$ cat src/hmd_pkg.sv
package hmd_pkg;

  localparam int ROWS = 8;
  localparam int COLS = 32;

  localparam int ROW_W  = (ROWS > 1) ? $clog2(ROWS) : 1;
  localparam int COL_W  = (COLS > 1) ? $clog2(COLS) : 1;
  localparam int IDX_W  = $clog2(COLS + 1);
  localparam int FILL_W = $clog2(ROWS + 1);
  localparam int DEPTH  = ROWS * COLS;
  localparam int ADDR_W = (DEPTH > 1) ? $clog2(DEPTH) : 1;

  localparam int VAL_W  = 16;
  localparam int NORM_W = 16;
  localparam int DIFF_W = 17;
  localparam int NUM_W  = 25;
  localparam int SQ_W   = 33;
  localparam int ACC_W  = 40;
  localparam int ROOT_W = 20;
  localparam int DIST_W = 19;

  localparam logic [DIST_W-1:0] DIST_MAX = '1;
  localparam logic [ACC_W-1:0]  ACC_MAX  = '1;

  localparam logic [1:0] FUNC_ADD   = 2'd0;
  localparam logic [1:0] FUNC_PLAIN = 2'd1;
  localparam logic [1:0] FUNC_NORM  = 2'd2;
  localparam logic [1:0] FUNC_NONE  = 2'd3;

  typedef struct packed {
    logic shift;
    logic clr;
  } cell_ctl_t;

endpackage

$ cat src/hmd_sqrt.sv
module hmd_sqrt (
  input  logic                       clk,
  input  logic                       rst,
  input  logic                       start,
  input  logic [hmd_pkg::ACC_W-1:0]  x,
  output logic                       done,
  output logic [hmd_pkg::ROOT_W-1:0] root
);
  import hmd_pkg::*;

  localparam int CNT_W = $clog2(ROOT_W + 1);
  localparam int REM_W = ROOT_W + 3;

  logic [ACC_W-1:0]   x_sh;
  logic [ROOT_W:0]    rem;
  logic [REM_W-1:0]   rem_sh;
  logic [REM_W-1:0]   trial;
  logic [CNT_W-1:0]   cnt;
  logic               busy;

  assign rem_sh = {rem, x_sh[ACC_W-1 -: 2]};
  assign trial  = REM_W'({root, 2'b01});

  always_ff @(posedge clk) begin
    if (rst) begin
      busy <= 1'b0;
      done <= 1'b0;
    end else begin
      done <= 1'b0;
      if (start) begin
        busy <= 1'b1;
        x_sh <= x;
        rem  <= '0;
        root <= '0;
        cnt  <= CNT_W'(ROOT_W);
      end else if (busy) begin
        // two radicand bits per step, one root bit out
        if (rem_sh >= trial) begin
          rem  <= (ROOT_W + 1)'(rem_sh - trial);
          root <= {root[ROOT_W-2:0], 1'b1};
        end else begin
          rem  <= (ROOT_W + 1)'(rem_sh);
          root <= {root[ROOT_W-2:0], 1'b0};
        end
        x_sh <= {x_sh[ACC_W-3:0], 2'b00};
        cnt  <= cnt - 1'b1;
        if (cnt == CNT_W'(1)) begin
          busy <= 1'b0;
          done <= 1'b1;
        end
      end
    end
  end
endmodule

$ cat config.mk
export PLATFORM = sky130hd
export DESIGN_NAME = hmd_sqrt
export DESIGN_NICKNAME = d
export VERILOG_FILES = /design/src/hmd_pkg.sv /design/src/hmd_sqrt.sv
export SDC_FILE = /design/constraint.sdc
export NUM_CORES = 1
export LEC_CHECK = 0
export BUFFER_PORTS_ARGS = -buffer_cell sky130_fd_sc_hd__buf_2
export CELL_PAD_IN_SITES_DETAIL_PLACEMENT = 1
export CELL_PAD_IN_SITES_GLOBAL_PLACEMENT = 2
export CORE_MARGIN = 1.5
export CORE_UTILIZATION = 40
export CTS_BUF_LIST = sky130_fd_sc_hd__clkbuf_4 sky130_fd_sc_hd__clkbuf_8
export DETAILED_ROUTE_END_ITERATION = 8
export PLACE_DENSITY_LB_ADDON = 0.1
export SYNTH_ARGS = -nofsm -noshare
export SYNTH_HDL_FRONTEND = slang
export SYNTH_SLANG_ARGS = --single-unit
$ cat constraint.sdc
create_clock -name clk -period 6.54 [get_ports clk]
set_clock_uncertainty 0.1 [all_clocks]
set_input_delay 1.308 -clock clk [delete_from_list [all_inputs] [get_ports clk]]
set_output_delay 1.308 -clock clk [all_outputs]
set_load 0.05 [all_outputs]
==> flow_metrics.tcl <==
set metrics [dict create \
    syn_nets 465 \
    portBuffers 63 \
    violations "design-rule violations" \
    ant_nets 0 \
    slew_headroom 0.316 \
    wl_per_cell_um 16.4 \
    drc 1 \
    synth_area_leader_cell "edfxtp_1" \
    arrival_ps 3330 \
    r2r_cells 9 \
    synthDistinctLibCells 57 \
    worstMarginPinSlew_ps 1020 \
    hold_buffers 0 \
    seq_area_frac_synth 0.548 \
    drv_cap 0 \
    clk_latency_ps 370 \
    seqCellArea_um2 2620 \
    end_kind "flop" \
    yosysTopAreaCellShare 0.539 \
    grt_antenna_before_repair 0 \
    drv_slew 0 \
    fin_crit_ps 3330 \
    ir_worst_vdd_mv 0.163 \
    ios 64 \
    cts_tree "yes" \
    start_kind "flop" \
    grt_pass1_wl_mm 17.1 \
    viasPerCell 5.22 \
    pre_cts_slack_ps 3040 \
    netlist_instances 398 \
    hold_depth 1 \
    worstPathRequired_ps 6530 \
    placement.cell_area_um2 5250 \
    clkTransAtPathRegs_ps 100 \
    fp.dieW_um 112 \
    grt_max_degree 85 \
    fin_tns_setup_ps 0 \
    setup-violations-final 0 \
    worst_slack_ps 3210 \
    routed_wl_mm 10.0 \
    yosys_warnings 0 \
    cts_htree_levels 3 \
    synth_flop_cell "edfxtp_1" \
    period_share 0.510 \
    cts-buffers-inserted 9 \
    gr-usage-all-layers 0.173 \
    leakage_nw 2.22 \
    grt_pass1_vias 3456 \
    num_rows 39 \
    antennaDiodeCount 0 \
    drt-pass1-iter-count 6 \
    gp_congestion 0.799 \
    syn_area_um2 4790 \
    rsz0062_at_grt "false" \
    dieArea_um2 12600 \
    cts_root_buf "clkbuf_8" \
    ys_seq_elements 88 \
    core_area_um2 11600 \
    hold_viol 0 \
    min_from "busy" \
    crit_type "reg -> reg" \
    synth-edff-count 86 \
    reg2reg_from "root[18]" \
    grt-ovfl-total 0 \
    synth_async_sr_flop_share 0 \
    r2r_setup_slack_ps 3210 \
    die_h_um 112 \
    area_growth_pct 15.2 \
    fin_nets 529 \
    cts_setup_buffers 0 \
    status "finished with violations" \
    clockBufferDepth 2 \
    multi_input_area_um2 2000 \
    drive_gt1_frac 0.278 \
    power_density_nw_per_um2 276 \
    final_area_um2 5520 \
    crit_path_max_fanout 28 \
    cp-startpoint "root[18]" \
    synth_area_leaders "edfxtp_1 (54%), mux2_2 (8.9%), ha_1 (6.3%)" \
    cts-resized-gates 0 \
    hp-class "reg -> reg" \
    initial_core_util 0.414 \
    drt_iter0_drc 107 \
    clkSinkCount 88 \
    hpwlAfterDp_mm 7.19 \
    nFillCells 1239 \
    via_count 3184 \
    clock.fmax_mhz 300 \
    syn_avg_cell_area_um2 12.0 \
]
## cell type report
| class | count | share of cell area |
|---|---|---|
| flip-flops and latches | 88 | 0.475 |
| multi-input cells | 266 | 0.362 |
| repair buffers | 65 | 0.0599 |
| well taps | 143 | 0.0324 |
| clock inverters | 7 | 0.0259 |
| clock buffers | 9 | 0.0225 |
| inverters | 32 | 0.0218 |
## logic make-up after synthesis
group | share of synthesized area
simple gates | 0.104
flops | 0.548
compound gates | 0.111
mux | 0.112
buf+inv | 0.0371
fa+ha+maj | 0.0627
xor+xnor | 0.0256
## cell usage in the layout (no fill, tap or decap), types with 7 or more instances in the layout
| cell | instances |
|---|---|
| a21oi_1 | 19 |
| buf_2 | 63 |
| clkbuf_8 | 9 |
| edfxtp_1 | 86 |
| ha_1 | 24 |
| inv_1 | 32 |
| mux2_2 | 38 |
| mux2i_1 | 11 |
| nand2_1 | 12 |
| nor2_1 | 51 |
| nor3_1 | 7 |
| o21ai_0 | 15 |
| xnor2_1 | 10 |
## flip-flops by register name, indices dropped and copies added, names as in the netlist
name	flops
root	20
done	1
cnt	5
x_sh	40
busy	1
rem	21
## worst max-delay path: stages (launching register included)
cell and delay (ps):
edfxtp_1 390, inv_1 90, ha_1 260, a21o_1 180, a211oi_2 400, o41ai_2 190
a31o_2 270, a21oi_4 730, mux2i_1 370, nor2_1 70
## where the power goes
group | total, mW | internal (mW) | switching [mW]
sequential | 0.691 | 0.674 | 0.0173
combinational | 0.328 | 0.133 | 0.194
clock | 0.502 | 0.294 | 0.208
total | 1.52 | 1.10 | 0.420
## cell usage after synthesis (all sizes together) (2+ instances only)
library cell  number
a21boi             3
o21a               6
a211o              3
nand2             12
a21oi             20
xnor2             10
dfxtp              2
nand4              2
nor3               7
or3b               2
inv               32
mux2              38
o31ai              2
a31oi              3
edfxtp            86
o31a               2
ha                24
and3               5
nand3              4
o21bai             5
a211oi             4
nor2              52
nor2b              4
xor2               4
a21o               3
buf                8
and2               5
o21ai             15
nor3b              3
clkbuf             4
mux2i             11
## per-layer routing
metal / track usage / share of wire
met5: 0 / 0
met4: 0.0684 / 0.017
met3: 0.0410 / 0.050
met2: 0.292 / 0.48
met1: 0.215 / 0.45
## final timing paths
kind	endpoint
worst min register to register	done
worst max register to register	rem[13]
worst min-delay path	done
worst max-delay path	rem[13]
## through the flow
step	instances	hold WS, ps	total power [mW]	utilization
after floorplan	398	354	0.957	-
after global routing	610	404	1.60	0.477
after CTS	610	390	1.54	0.477
after detailed placement	594	376	1.04	0.454
after global placement	594	369	1.03	0.454
final	610	382	1.52	0.477
(Power assumes the default switching activity.)
