==> src/hmd_pkg.sv <==
package hmd_pkg;

  localparam int ROWS = 8;
  localparam int COLS = 32;

  localparam int ROW_W  = (ROWS > 1) ? $clog2(ROWS) : 1;
  localparam int COL_W  = (COLS > 1) ? $clog2(COLS) : 1;
  localparam int IDX_W  = $clog2(COLS + 1);
  localparam int FILL_W = $clog2(ROWS + 1);
  localparam int DEPTH  = ROWS * COLS;
  localparam int ADDR_W = (DEPTH > 1) ? $clog2(DEPTH) : 1;

  localparam int VAL_W  = 16;
  localparam int NORM_W = 16;
  localparam int DIFF_W = 17;
  localparam int NUM_W  = 25;
  localparam int SQ_W   = 33;
  localparam int ACC_W  = 40;
  localparam int ROOT_W = 20;
  localparam int DIST_W = 19;

  localparam logic [DIST_W-1:0] DIST_MAX = '1;
  localparam logic [ACC_W-1:0]  ACC_MAX  = '1;

  localparam logic [1:0] FUNC_ADD   = 2'd0;
  localparam logic [1:0] FUNC_PLAIN = 2'd1;
  localparam logic [1:0] FUNC_NORM  = 2'd2;
  localparam logic [1:0] FUNC_NONE  = 2'd3;

  typedef struct packed {
    logic shift;
    logic clr;
  } cell_ctl_t;

endpackage

==> src/hmd_div.sv <==
module hmd_div (
  input  logic                       clk,
  input  logic                       rst,
  input  logic                       start,
  input  logic [hmd_pkg::NUM_W-1:0]  num,
  input  logic [hmd_pkg::NORM_W-1:0] den,
  output logic                       done,
  output logic [hmd_pkg::NUM_W-1:0]  quo
);
  import hmd_pkg::*;

  localparam int CNT_W = $clog2(NUM_W + 1);

  logic [NORM_W:0]    rem;
  logic [NORM_W+1:0]  rem_sh;
  logic [NORM_W-1:0]  den_r;
  logic [CNT_W-1:0]   cnt;
  logic               busy;

  assign rem_sh = {rem, quo[NUM_W-1]};

  always_ff @(posedge clk) begin
    if (rst) begin
      busy <= 1'b0;
      done <= 1'b0;
    end else begin
      done <= 1'b0;
      if (start) begin
        busy  <= 1'b1;
        quo   <= num;
        rem   <= '0;
        den_r <= den;
        cnt   <= CNT_W'(NUM_W);
      end else if (busy) begin
        // restoring step: numerator bits shift out while quotient bits shift in
        if (rem_sh >= (NORM_W + 2)'(den_r)) begin
          rem <= (NORM_W + 1)'(rem_sh - (NORM_W + 2)'(den_r));
          quo <= {quo[NUM_W-2:0], 1'b1};
        end else begin
          rem <= rem_sh[NORM_W:0];
          quo <= {quo[NUM_W-2:0], 1'b0};
        end
        cnt <= cnt - 1'b1;
        if (cnt == CNT_W'(1)) begin
          busy <= 1'b0;
          done <= 1'b1;
        end
      end
    end
  end
endmodule

==> config.mk <==
export PLATFORM = sky130hd
export DESIGN_NAME = hmd_div
export DESIGN_NICKNAME = d
export VERILOG_FILES = /design/src/hmd_pkg.sv /design/src/hmd_div.sv
export SDC_FILE = /design/constraint.sdc
export NUM_CORES = 1
export LEC_CHECK = 0
export ABC_AREA = 1
export ABC_CLOCK_PERIOD_IN_PS = 6400
export BUFFER_PORTS_ARGS = -buffer_cell sky130_fd_sc_hd__buf_2
export CORE_MARGIN = 5
export CORE_UTILIZATION = 55
export DETAILED_ROUTE_END_ITERATION = 6
export GPL_TIMING_DRIVEN = 0
export PLACE_DENSITY = 0.79
export SLEW_MARGIN = 20
export SYNTH_ARGS = -nofsm -noshare
export SYNTH_HDL_FRONTEND = slang
export SYNTH_SLANG_ARGS = --single-unit
==> constraint.sdc <==
create_clock -name clk -period 6.4 [get_ports clk]
set_input_delay 0.64 -clock clk [delete_from_list [all_inputs] [get_ports clk]]
set_output_delay 0.64 -clock clk [all_outputs]
set_load 0.01 [all_outputs]
==> run summary, run 1 <==
Static Leakage -> 2.35 nW
Synth unique cells -> 31
Final Skew -> 12.7 ps
# diodes -> 0
Maximum vdd drop -> 0.179 mV
Sw Share -> 30.4%
Largest net degree at the start of global routing -> 20
Initial Util -> 56.8%
Worst EP arrival -> 2380 ps
Clk sinks -> 65
Ys Warns -> 0
Clock power frac -> 29.4%
Crit path time final -> 2290 ps
RSZ-0062 raised after global routing -> no
Setup CP Type -> register to register
Cts bufs inserted -> 9
Logic pwr share -> 24.8%
Placed Instances -> 648
H-tree depth -> 3
Root buffer cell -> clkbuf_8
Slowest Stage Delay on Critical Path -> 430 ps
WP data required -> 6490 ps
Status -> finished clean
Reg clk slew, reported paths -> 80 ps
Tcrit/Tclk final -> 35.8%
Total track usage -> 20.4%
Die Height -> 93.7 um
Post-CTS Hold Buffers -> 0
PostCTS Resize Cnt -> 0
Cell Int Power -> 797 uW
Wire length per cell -> 12.3 um
Final std cells w/o fill -> 664
Max cap viols -> 0
Die W -> 93.7 um
CP delay by family, top -> simple AND/OR/NAND/NOR gates
Pwr Density -> 250 nW/um2
Setup TNS -> 0 ps
Worst path slowest cell -> fa_1
Area delta synth->final -> 19.0%
Mapped Avg Cell Area -> 8.04 um2
Sw Pwr -> 348 uW
IO buf count -> 69
Worst slew margin -> 59.0%
Crit-path max FO -> 4
Post-route DRC -> 0
Critical-path cell list -> inv_1, ha_1, inv_1, fa_1, nand3_1, nand3_1, nand2_1, nand3_1, nand2_1, nand2_1, nand2_1, nand2_1, nand2_1, nor2_2
DRT Pass-1 Iters -> 4
Die Area -> 8790 um2
Initial antenna violation count -> 0
Top-area cell type share of the netlist area -> 49.0%
Post-Syn Area -> 3860 um2
Clk buf depth -> 2
First-pass GRT wire length -> 14,200 um
Share of cells above drive strength 1 -> 18.3%
Hold WC Path Type -> input pin to register
Share of power burned in registers -> 45.8%
Final WL -> 8150 um
Core area -> 6790 um2
Post-DP HPWL -> 6450 um
Ports -> 70
Final Hold Viols -> 0
Startpoint types -> register
Via count -> 3,224
Setup-failing EPs final -> 0
CP Capture Type -> register
Mapped Cells -> 480
Clock Latency Late Sink -> 350 ps
Total gr overflow -> 0
CTS tree -> built
Final Max Slew Viols -> 0
Via density per instance -> 4.86
WP buf/inv -> 2
Largest cells by area after synthesis -> edfxtp_1, nand2_1, inv_1
Yosys reg bits -> 65
Num rows -> 30
Gpl congestion -> 0.916
Seq/Total Area, Yosys -> 50.1%
DRT iter0 DRCs -> 158
Yosys top cell by area -> edfxtp_1
Syn Nets -> 543
Number of global-route vias before repair -> 3,216
Most frequent cell on the critical path -> nand2_1
# nets final -> 626
Max Freq -> 437 MHz
DRT antenna net count -> 0
Worst-margin pin slew -> 613 ps
Setup repair bufs after CTS -> 0
-- synthesized netlist by cell type, drive strengths merged --
| cell type | number |
|---|---|
| nand2 | 206 |
| inv | 72 |
| edfxtp | 63 |
| nor2 | 49 |
| ha | 18 |
| nand3 | 18 |
| a21oi | 12 |
| nand4 | 6 |
| xnor2 | 6 |
| buf | 5 |
| clkbuf | 5 |
| o21ai | 4 |
| and2 | 3 |
| nand3b | 3 |
| dfxtp | 2 |
| nor3 | 2 |
| clkinv | 1 |
| fa | 1 |
| nor4 | 1 |
| o21bai | 1 |
| or2 | 1 |
| xor2 | 1 |
-- power by group through the flow --
| stage | logic, mW | registers [mW] | clock network [mW] |
|---|---|---|---|
| after detailed placement | 0.283 | 0.534 | 0 |
| final | 0.284 | 0.525 | 0.337 |
| after CTS | 0.285 | 0.525 | 0.343 |
| after global routing | 0.329 | 0.528 | 0.364 |
| after global placement | 0.269 | 0.535 | 0 |
| after floorplan | 0.200 | 0.537 | 0 |
-- area by class of cell --
type                    instances  area (um2)
inverters                      73         274
well taps                      96         120
flip-flops and latches         65        1930
clock buffers                  10         128
plain buffers                  10        60.1
fillers                       570        2200
multi-input cells             332        1610
repair buffers                 72         412
clock inverters                 6        60.1
-- metal layers --
layer / track usage (%) / vias to the layer above / wire length (um)
li1: - / 1670 / -
met1: 24.3 / 1438 / 3560
met2: 35.0 / 98 / 3850
met3: 5.85 / 18 / 595
met4: 7.58 / 0 / 147
met5: 0 / - / 0
-- through the flow --
step	total power [mW]	instance area, um2	hold WS (ps)	utilization [%]	setup WS [ps]
floorplan	0.737	3860	421	-	2890
global placement	0.804	4320	430	63.6	1620
detailed placement	0.817	4400	524	64.8	4120
CTS	1.15	4590	451	67.6	4100
global route	1.22	4590	450	67.6	3850
finish	1.15	4590	463	67.6	4110
-- cells in the final DEF, fill, tap and decap left out, types with 6 or more instances in the layout --
cell	count
buf_2	69
a21oi_1	10
nand3_1	15
clkbuf_1	6
nor2_1	46
ha_1	18
clkbuf_8	9
nand2_1	202
inv_1	71
nand4_1	6
edfxtp_1	63
xnor2_1	6
-- cells by family after synthesis --
logic type | Yosys count | synth area share [%]
xor+xnor | 7 | 1.59
fa+ha+maj | 19 | 6.36
buf+inv | 83 | 8.66
flops | 65 | 50.1
compound gates | 17 | 2.37
simple gates | 289 | 30.9
-- path summary, 6_finish.rpt --
check / from / endpoint / slack (ps) / depth (start not counted)
worst min-delay path: den[13] / den_r[13] / 460 / 1
worst max-delay path: quo[24] / rem[16] / 4110 / 14
worst max register to register: quo[24] / rem[16] / 4110 / 14
worst min register to register: quo[10] / quo[11] / 540 / 2
-- sequential cells by signal, indices dropped and copies added (netlist names) --
signal  flops
den_r      16
done        1
cnt         5
rem        17
quo        25
busy        1
Power figures use the tool's default switching activity.
==> run 2: changes to the inputs <==
Settings changed: ABC_CLOCK_PERIOD_IN_PS 6400 to 2050, CORE_UTILIZATION 55 to 51, PLACE_DENSITY 0.79 to 0.77.
Clock period 6.4 ns to 2.05 ns, I/O delays scaled along.
==> run 2 against run 1 <==
Flip-flop and latch count unchanged. Largest power group unchanged. Sequential share of layout area down 2.2 points. Clock skew up 3.7 ps. Setup slack worse by 4100 ps. Register-to-register slack worse by 4100 ps. Total power rose to 3.1 times the previous value. Critical endpoint is now rem[12].
==> run summary, run 2 (same netlist as run 1, synthesis figures left out) <==
Status -> finished clean
Maximum vdd drop -> 0.478 mV
Root buffer cell -> clkbuf_8
Min-Delay Path Depth -> 1
R2R cell count -> 11
Most frequent cells in the layout -> nand2_1, inv_1, buf_2
# nets final -> 633
Die Area -> 9400 um2
WP data required -> 2140 ps
Area delta synth->final -> 25.5%
Share of cells above drive strength 1 -> 24.2%
Clk sinks -> 65
DRT Pass-1 Iters -> 7
Die W -> 97.0 um
CTS tree -> built
Crit-path max FO -> 10
Max Freq -> 490 MHz
Die Height -> 97.0 um
Worst hold margin -> 31.5 ps
Startpoint types -> register
Final Max Slew Viols -> 0
Via count -> 3,279
Initial antenna violation count -> 0
Tcrit/Tclk final -> 99.5%
Setup CP Type -> register to register
H-tree depth -> 3
Num rows -> 31
Wire length per cell -> 13.0 um
Gpl congestion -> 0.892
DRT antenna net count -> 0
Worst-margin pin slew -> 624 ps
Pwr Density -> 741 nW/um2
Setup-failing EPs final -> 0
Worst EP arrival -> 2130 ps
Top reg by flops -> quo
Largest net degree at the start of global routing -> 20
Max reg flops -> 25
Reg clk slew, reported paths -> 80 ps
Cts bufs inserted -> 9
Commonest non-fill, non-tap cell in the layout -> nand2_1
# diodes -> 0
DRT iter0 DRCs -> 130
Clk buf depth -> 2
Core area -> 7290 um2
Final Skew -> 16.3 ps
Final Hold Viols -> 0
Worst slew margin -> 58.3%
Total gr overflow -> 0
Total track usage -> 18.9%
Fin util -> 66.4%
Post-CTS Hold Buffers -> 0
Crit path time final -> 2040 ps
IO buf count -> 69
Final WL -> 8800 um
Number of global-route vias before repair -> 3,319
Clock Latency Late Sink -> 340 ps
First-pass GRT wire length -> 14,600 um
Max cap viols -> 0
Post-route DRC -> 0
RSZ-0062 raised after global routing -> yes
Initial Util -> 52.9%
Post-DP HPWL -> 6460 um
Ports -> 70
Setup TNS -> 0 ps
Top Registers -> quo x25, rem x17, den_r x16
CP Capture Type -> register
Static Leakage -> 2.40 nW
Hold WC Path Type -> input pin to register
Via density per instance -> 4.86
==> run 2: metrics by stage <==
step	setup slack, ps	area (um2)	total power, mW	cells
finish	10.1	4840	3.59	674
global route	-113	4840	3.81	674
CTS	-36.0	4690	3.53	669
detailed placement	-112	4410	2.55	651
global placement	-111	4340	2.51	648
floorplan	39.1	3870	2.30	480
==> run 2: timing repair <==
| item | in CTS | in global routing |
|---|---|---|
| pin swaps | 4 | 2 |
| buffers inserted | 2 | 5 |
| setup endpoints to repair | 18 | 18 |
| resized for setup | 16 | 17 |
| hold endpoints to repair | 0 | 0 |
==> run 2: cell type report <==
| class | instances | area, um2 |
|---|---|---|
| buffer | 10 | 60.1 |
| clock buffer | 10 | 128 |
| clock inverter | 6 | 35.0 |
| fill | 684 | 2450 |
| inverter | 73 | 274 |
| multi-input combinational | 332 | 1830 |
| sequential | 65 | 1930 |
| tap | 99 | 124 |
| timing repair buffer | 79 | 464 |
==> run 2: path summary, 6_finish.rpt <==
kind	from	slack [ps]	end
setup / recovery	quo[24]	10	rem[12]
setup reg to reg	quo[24]	10	rem[12]
hold / removal	den[4]	30	den_r[4]
hold reg to reg	quo[1]	550	quo[2]
==> run 2: critical path, stage by stage, from the launching register on <==
cell,delay (ps)
edfxtp_1,400
inv_2,100
ha_4,130
inv_2,40
fa_2,370
nand3_2,110
nand3_2,110
nand2_4,100
nand3_4,90
buf_6,170
nor2_1,100
nor2_1,60
==> run 2: report_power, final <==
part | leakage [nW] | total [mW] | internal, mW | switching [mW]
sequential | 0.618 | 1.65 | 1.59 | 0.0603
combinational | 1.70 | 1.01 | 0.428 | 0.586
clock | 0.0835 | 0.924 | 0.430 | 0.494
==> run 2: per-layer routing <==
metal / global-route usage, % / routed length (um) / up-vias
met3: 7.27 / 694 / 15
met4: 6.26 / 161 / 0
met5: 0 / 0 / -
li1: - / - / 1689
met1: 21.6 / 3700 / 1479
met2: 32.3 / 4240 / 96
