[src/hmd_pkg.sv]
package hmd_pkg;

  localparam int ROWS = 8;
  localparam int COLS = 32;

  localparam int ROW_W  = (ROWS > 1) ? $clog2(ROWS) : 1;
  localparam int COL_W  = (COLS > 1) ? $clog2(COLS) : 1;
  localparam int IDX_W  = $clog2(COLS + 1);
  localparam int FILL_W = $clog2(ROWS + 1);
  localparam int DEPTH  = ROWS * COLS;
  localparam int ADDR_W = (DEPTH > 1) ? $clog2(DEPTH) : 1;

  localparam int VAL_W  = 16;
  localparam int NORM_W = 16;
  localparam int DIFF_W = 17;
  localparam int NUM_W  = 25;
  localparam int SQ_W   = 33;
  localparam int ACC_W  = 40;
  localparam int ROOT_W = 20;
  localparam int DIST_W = 19;

  localparam logic [DIST_W-1:0] DIST_MAX = '1;
  localparam logic [ACC_W-1:0]  ACC_MAX  = '1;

  localparam logic [1:0] FUNC_ADD   = 2'd0;
  localparam logic [1:0] FUNC_PLAIN = 2'd1;
  localparam logic [1:0] FUNC_NORM  = 2'd2;
  localparam logic [1:0] FUNC_NONE  = 2'd3;

  typedef struct packed {
    logic shift;
    logic clr;
  } cell_ctl_t;

endpackage

[src/hmd_cell.sv]
module hmd_cell (
  input  logic                      clk,
  input  hmd_pkg::cell_ctl_t        ctl,
  input  logic [hmd_pkg::ACC_W-1:0] acc_in,
  input  logic [hmd_pkg::SQ_W-1:0]  sq,
  output logic [hmd_pkg::ACC_W-1:0] acc
);
  import hmd_pkg::*;

  logic [ACC_W:0] sum;

  assign sum = {1'b0, acc_in} + (ACC_W + 1)'(sq);

  always_ff @(posedge clk) begin
    if (ctl.clr) begin
      acc <= '0;
    end else if (ctl.shift) begin
      acc <= sum[ACC_W] ? ACC_MAX : sum[ACC_W-1:0];
    end
  end
endmodule

[config.mk]
export PLATFORM = sky130hd
export DESIGN_NAME = hmd_cell
export DESIGN_NICKNAME = d
export VERILOG_FILES = /design/src/hmd_pkg.sv /design/src/hmd_cell.sv
export SDC_FILE = /design/constraint.sdc
export NUM_CORES = 1
export LEC_CHECK = 0
export ABC_AREA = 1
export BUFFER_PORTS_ARGS = -buffer_cell sky130_fd_sc_hd__buf_4
export CAP_MARGIN = 20
export CORE_ASPECT_RATIO = 1.1
export CORE_MARGIN = 1
export CORE_UTILIZATION = 37
export DETAILED_ROUTE_END_ITERATION = 16
export SYNTH_ARGS = -nofsm -noshare
export SYNTH_HDL_FRONTEND = slang
export SYNTH_SLANG_ARGS = --single-unit
[constraint.sdc]
create_clock -name clk -period 5.4 [get_ports clk]
set_clock_uncertainty 0.05 [all_clocks]
set_input_delay 0.27 -clock clk [delete_from_list [all_inputs] [get_ports clk]]
set_output_delay 0.27 -clock clk [all_outputs]
set_load 0.05 [all_outputs]
==> impl_metrics.yaml, run 1 <==
finish:
  finalInstanceArea_um2: 5675
  largest_reg_flops: 40
  finalNonFillerCells: 1067
  n_fill_cell: 1354
  reg.largest.list: "acc (40)"
  nets: 1022
  synthToLayoutAreaGrowth_pct: 24.89
  seq_area_um2: 800.8
  layout-drive-gt1-share_pct: 18.84
  top_register: "acc"
  antenna_cells: 0
  multi_input_area_um2: 3129
synthesis:
  synth_top_area_cell: "nand2_1"
  ys_seq_area_share_pct: 17.62
  syn_inst: 801
  synth.most_common_cell: "nand2_1"
  ys_top_cells_by_count: "nand2_1, nor2_1, inv_1, nand3_1, dfxtp_1"
  ys_types: 34
  synth_top_area_share_pct: 20.32
  synth_area_um2: 4544
  synth.area.top_cells: "nand2_1, dfxtp_1, nor2_1, inv_1, ha_1"
  async_reset_ff_share_pct: 0
  synth_edf_count: 0
  synth_ff_type: "dfxtp_1"
  syn_nets: 911
  ys_seq_elements: 40
  ys.warnings.count: 0
  avgSynthCellArea_um2: 5.673
clock_network:
  ctsResizeCount: 0
  root_buffer: "clkbuf_16"
  cts_hold_buf: 0
  clkLatencyLatePin_ps: 280
  postCtsSetupRepairBufs: 0
  cts.clk_slew.worst_paths_ps: 50
  cts_tree: "done"
  htree_levels: 2
  ctsLongestPathBuffers: 2
  cts_sinks: 40
  numCtsBuffers: 5
routing:
  firstDrtPassIters: 6
  post_drt_via_cell_ratio: 4.673
  num_vias: 4986
  wl_per_cell_um: 12.57
  wirelength_mm: 13.41
  ant_nets: 0
  drc: 0
  drt_iter0_markers: 342
floorplanning:
  core_area_um2: 11980
  rows: 42
  num_io_pins: 116
  start_util_pct: 37.93
  dieArea_um2: 12730
  die_h_um: 118.2
  fp.dieW_um: 107.7
grt:
  antenna_found_initial: 0
  use_met1_pct: 31.78
  gr-usage-met2_pct: 32.45
  grt_pass1_wl_mm: 21.74
  grt_start_max_net_pins: 49
  grt_use_met3_pct: 1.820
  top_usage_layer: "met2"
  gr-total-overflow: 0
  grt_pass1_vias: 4582
  grt_usage_pct: 21.44
place:
  place.port_buffers: 115
  gp_congestion: 0.9015
  dp_hpwl_mm: 11.56
  dpl.cell_count: 1059
  placed_area_um2: 5527
sta:
  period_minus_slack_ps: 2263
  fmax_ghz: 0.4420
  fin_crit_sh_pct: 41.90
  slew_headroom_pct: 69.02
  setup_viol: 0
  hold_violations: 0
  whs_ps: 259.3
  rsz0062_at_grt: "false"
  tightest_slew_ps: 461.1
  finalMaxSlewViolations: 0
  setup-tns-final_ps: 0
critical_path:
  path_class: "in -> reg"
  rr_startpoint: "acc[17]"
  crit_end: "acc[39]"
  cp-start-kind: "input port"
  path_max_fanout: 27
  crit_path_end_kind: "flip-flop"
  reg2reg_to: "acc[17]"
  startpoint: "acc_in[0]"
  reg2reg_slack_ps: 4650
  cp.arrival_ps: 2390
  cp.required_ps: 5530
  rr_worst_depth: 4
pwr:
  leakage_nw: 3.329
  vdd_ir_drop_max_mv: 0.2685
  power_density_nw_per_um2: 213.9
min_path:
  min_path_type: "in -> reg"
flow_run:
  maxCapViolCount: 0
outcome:
  status: "finished clean"
## critical path, stage by stage
cell,delay (ps)
buf_4,110
ha_1,250
fa_1,460
nand3_2,120
nand3_2,90
nand2_1,90
nand2_2,80
nand2_1,80
nand3_2,110
nand3_4,160
nand2_8,180
inv_2,170
nand3_1,100
nand2_1,70
inv_1,30
## placed cells by master, fill, tap and decap left out, drive strengths merged, types with 7 or more instances in the layout
cell type | Yosys | final
nand3 | 50 | 50
ha | 33 | 33
nor2 | 153 | 153
a21oi | 25 | 25
o21ai | 40 | 40
buf | 4 | 115
inv | 144 | 144
nor3 | 7 | 7
xor2 | 21 | 21
dfxtp | 40 | 40
nand2 | 258 | 258
## cell families (layout without fill, tap and decap cells)
logic type | Yosys count | after routing | share of synthesized area (%)
AND/OR/NAND/NOR | 475 | 475 | 44.30
buffers and inverters | 155 | 267 | 13.52
XOR/XNOR | 23 | 23 | 4.433
adder cells (fa/ha/maj) | 34 | 34 | 9.527
flip-flops | 40 | 40 | 17.62
AO/OA/AOI/OAI | 74 | 74 | 10.60
## worst min-delay path by stage
stage	from	end	depth (start not counted)
3_3_place_gp	acc[26]	acc[26]	2
5_1_grt	sq[0]	acc[0]	4
6_report	sq[0]	acc[0]	4
4_1_cts	sq[0]	acc[0]	4
3_5_place_dp	acc[27]	acc[27]	2
2_1_floorplan	sq[0]	acc[0]	3
## report_power, final
part | switching (W) | total [W] | internal, W
logic | 0.000386 | 0.000582 | 0.000196
registers | 0.0000154 | 0.000340 | 0.000324
clock network | 0.000110 | 0.000292 | 0.000182
## area by class of cell
| cell class | count | area share, % |
|---|---|---|
| multi-input cells | 606 | 55.14 |
| well taps | 154 | 3.395 |
| clock buffers | 6 | 2.447 |
| inverters | 144 | 9.524 |
| clock inverters | 2 | 0.1764 |
| repair buffers | 115 | 15.21 |
| flip-flops and latches | 40 | 14.11 |
## stage by stage
stage                     utilization [%]  setup slack [ps]  total power [W]
final                               47.37              3137         0.001214
after global routing                47.37              2977         0.001296
after CTS                           47.37              3146         0.001222
after detailed placement            46.13              2852        0.0009255
after global placement              46.13              2946        0.0009257
after floorplan                         -              3306        0.0007451
## layer usage
| metal | wire length [µm] | vias up |
|---|---|---|
| li1 | - | 2669 |
| met5 | 0 | - |
| met3 | 572 | 18 |
| met2 | 5713 | 131 |
| met4 | 274 | 0 |
| met1 | 6851 | 2168 |
(Power assumes the default switching activity.)
==> run 2, diff against run 1 <==
- ABC_AREA: 1 -> 0
- clock period: 5.4 -> 1.98 ns (I/O delays scaled with it)
==> impl_metrics.yaml, run 2 <==
clock_network:
  clkLatencyLatePin_ps: 290
  root_buffer: "clkbuf_8"
  cts.clk_slew.worst_paths_ps: 80
  cts_sinks: 40
  ctsLongestPathBuffers: 2
  cts_tree: "done"
  cts_hold_buf: 0
  numCtsBuffers: 5
  htree_levels: 2
floorplanning:
  die_h_um: 103.9
  rows: 36
  start_util_pct: 38.76
  num_io_pins: 116
  core_area_um2: 9009
  fp.dieW_um: 94.63
  dieArea_um2: 9831
critical_path:
  cp_slowest_cell: "fa_2"
  cp.arrival_ps: 2380
  crit_path_end_kind: "flip-flop"
  path_class: "in -> reg"
  reg2reg_slack_ps: 1210
  crit_top_cell: "buf_4"
  path_max_fanout: 3
  cp-start-kind: "input port"
  path_cells: "buf_6 -> ha_4 -> fa_2 -> a21oi_4 -> o221ai_4 -> a21bo_4 -> a311o_2 -> nand3_2 -> a41oi_2 -> nand2_2 -> buf_4 -> buf_4 -> xor2_2 -> a211oi_2"
  cp_slowest_stage_delay_ps: 380
  cp.required_ps: 2080
synthesis:
  synth.most_common_cell: "nor2_1"
  ys_top_cells_by_count: "nor2_1, dfxtp_1, a211oi_2, ha_1, a21oi_1"
  syn_inst: 410
  syn_nets: 520
  ys_seq_elements: 40
  ys_seq_area_share_pct: 22.93
  ys_types: 59
  synth_top_area_share_pct: 22.93
  synth_ff_type: "dfxtp_1"
  ys.warnings.count: 0
  synth_area_um2: 3492
  async_reset_ff_share_pct: 0
  synth_edf_count: 0
  synth.area.top_cells: "dfxtp_1, a211oi_2, ha_1, nor2_1, xor2_1"
  avgSynthCellArea_um2: 8.517
  synth_top_area_cell: "dfxtp_1"
place:
  place.port_buffers: 115
  dpl.cell_count: 716
  detailedPlace.worstSlack_ps: -771.2
  gp_congestion: 0.8840
  dp_hpwl_mm: 8.339
finish:
  synthToLayoutAreaGrowth_pct: 56.79
  layout-drive-gt1-share_pct: 48.54
  largest_reg_flops: 40
  nets: 725
  top_register: "acc"
  finalNonFillerCells: 730
  layout_common_cells: "buf_4, nor2_1, dfxtp_1"
  final_common_cell: "buf_4"
  antenna_cells: 0
  reg.largest.list: "acc (40)"
sta:
  fin_crit_sh_pct: 115.0
  tightest_slew_ps: 602.9
  fmax_ghz: 0.4394
  whs_ps: 87.88
  period_minus_slack_ps: 2276
  setup_viol: 40
  slew_headroom_pct: 59.81
  finalMaxSlewViolations: 0
  rsz0062_at_grt: "true"
  layout_setup_ws_ps: -296.0
  hold_violations: 0
outcome:
  violations: "setup timing"
  status: "complete, but fails checks"
grt:
  gr-total-overflow: 0
  antenna_found_initial: 0
  grt_pass1_vias: 3721
  grt_usage_pct: 21.17
  grt_pass1_wl_mm: 16.93
  grt_start_max_net_pins: 44
routing:
  wl_per_cell_um: 14.34
  drc: 0
  met3_length_um: 543
  post_drt_via_cell_ratio: 5.167
  wl_met2_mm: 5.246
  wirelength_mm: 10.47
  num_vias: 3772
  ant_nets: 0
  firstDrtPassIters: 4
  drt_iter0_markers: 88
  met1_length_mm: 4.546
  topRoutingLayerUsed: "met4"
pwr:
  power_density_nw_per_um2: 609.2
  leakage_nw: 2.498
  vdd_ir_drop_max_mv: 0.3477
flow_run:
  maxCapViolCount: 0
min_path:
  min_path_type: "in -> reg"
-- run 2: cell count changes after synthesis, sizes merged, moves of 7 or more --
cell | before | now
nor2 | 153 | 53
inv | 144 | 8
nand2 | 258 | 31
a21oi | 25 | 33
o21ai | 40 | 13
nand3 | 50 | 13
a211oi | 0 | 39
and3 | 0 | 7
a21o | 1 | 10
xnor2 | 2 | 15
-- run 2: path summary, 6_finish.rpt --
| path | startpoint | endpoint | depth (start not counted) |
|---|---|---|---|
| worst max-delay path | sq[0] | acc[38] | 14 |
| worst min-delay path | acc_in[33] | acc[33] | 3 |
| worst max register to register | acc[8] | acc[8] | 2 |
| worst min register to register | acc[33] | acc[33] | 2 |
-- run 2: metal layers --
metal  global-route usage [%]  vias to the layer above
met5                        0                        -
met4                    4.978                        0
met3                    2.705                       11
met2                    37.00                      106
met1                    27.11                     1738
li1                         -                     1917
-- run 2: power by group --
part,switching [W],total [W],internal [W]
registers,0.0000520,0.000938,0.000886
logic,0.000946,0.00174,0.000789
clock network,0.000288,0.000663,0.000374
total,0.00129,0.00334,0.00205
-- run 2: through the flow --
stage          TNS [ps]  utilization (%)  total power (W)  area [µm²]
3_3_place_gp     -27970            57.08         0.002601        5142
2_1_floorplan    -18860                -         0.001954        3518
3_5_place_dp     -29960            57.08         0.002616        5142
6_report         -10900            60.78         0.003336        5475
4_1_cts          -13560            60.04         0.003319        5409
5_1_grt          -13830            60.78         0.003526        5475
-- run 2: cells by family after synthesis --
group | share of synthesized area, %
AO/OA/AOI/OAI | 32.57
XOR/XNOR | 9.280
adder cells (fa/ha/maj) | 12.40
buffers and inverters | 4.084
flip-flops | 22.93
multiplexers | 0.2866
AND/OR/NAND/NOR | 18.45
-- run 2: layout make-up --
cell class | instances | area, µm²
fill | 847 | 3533
multi-input combinational | 342 | 2710
timing repair buffer | 218 | 1684
sequential | 40 | 800.8
tap | 114 | 142.6
clock buffer | 6 | 72.57
clock inverter | 2 | 35.03
inverter | 8 | 30.03
-- run 2: worst max-delay path, delay by kind of cell --
family / cells / cell delay [ps]
compound gates: 6 / 1080
xor+xnor: 1 / 140
fa+ha+maj: 2 / 530
buf+inv: 3 / 320
simple gates: 2 / 210
-- run 2: timing repair --
| item | in CTS | in global routing |
|---|---|---|
| pin swaps | 10 | 23 |
| setup endpoints to repair | 40 | 40 |
| setup buffers | 5 | 3 |
| gates resized for setup | 14 | 19 |
| gates cloned | 1 | 0 |
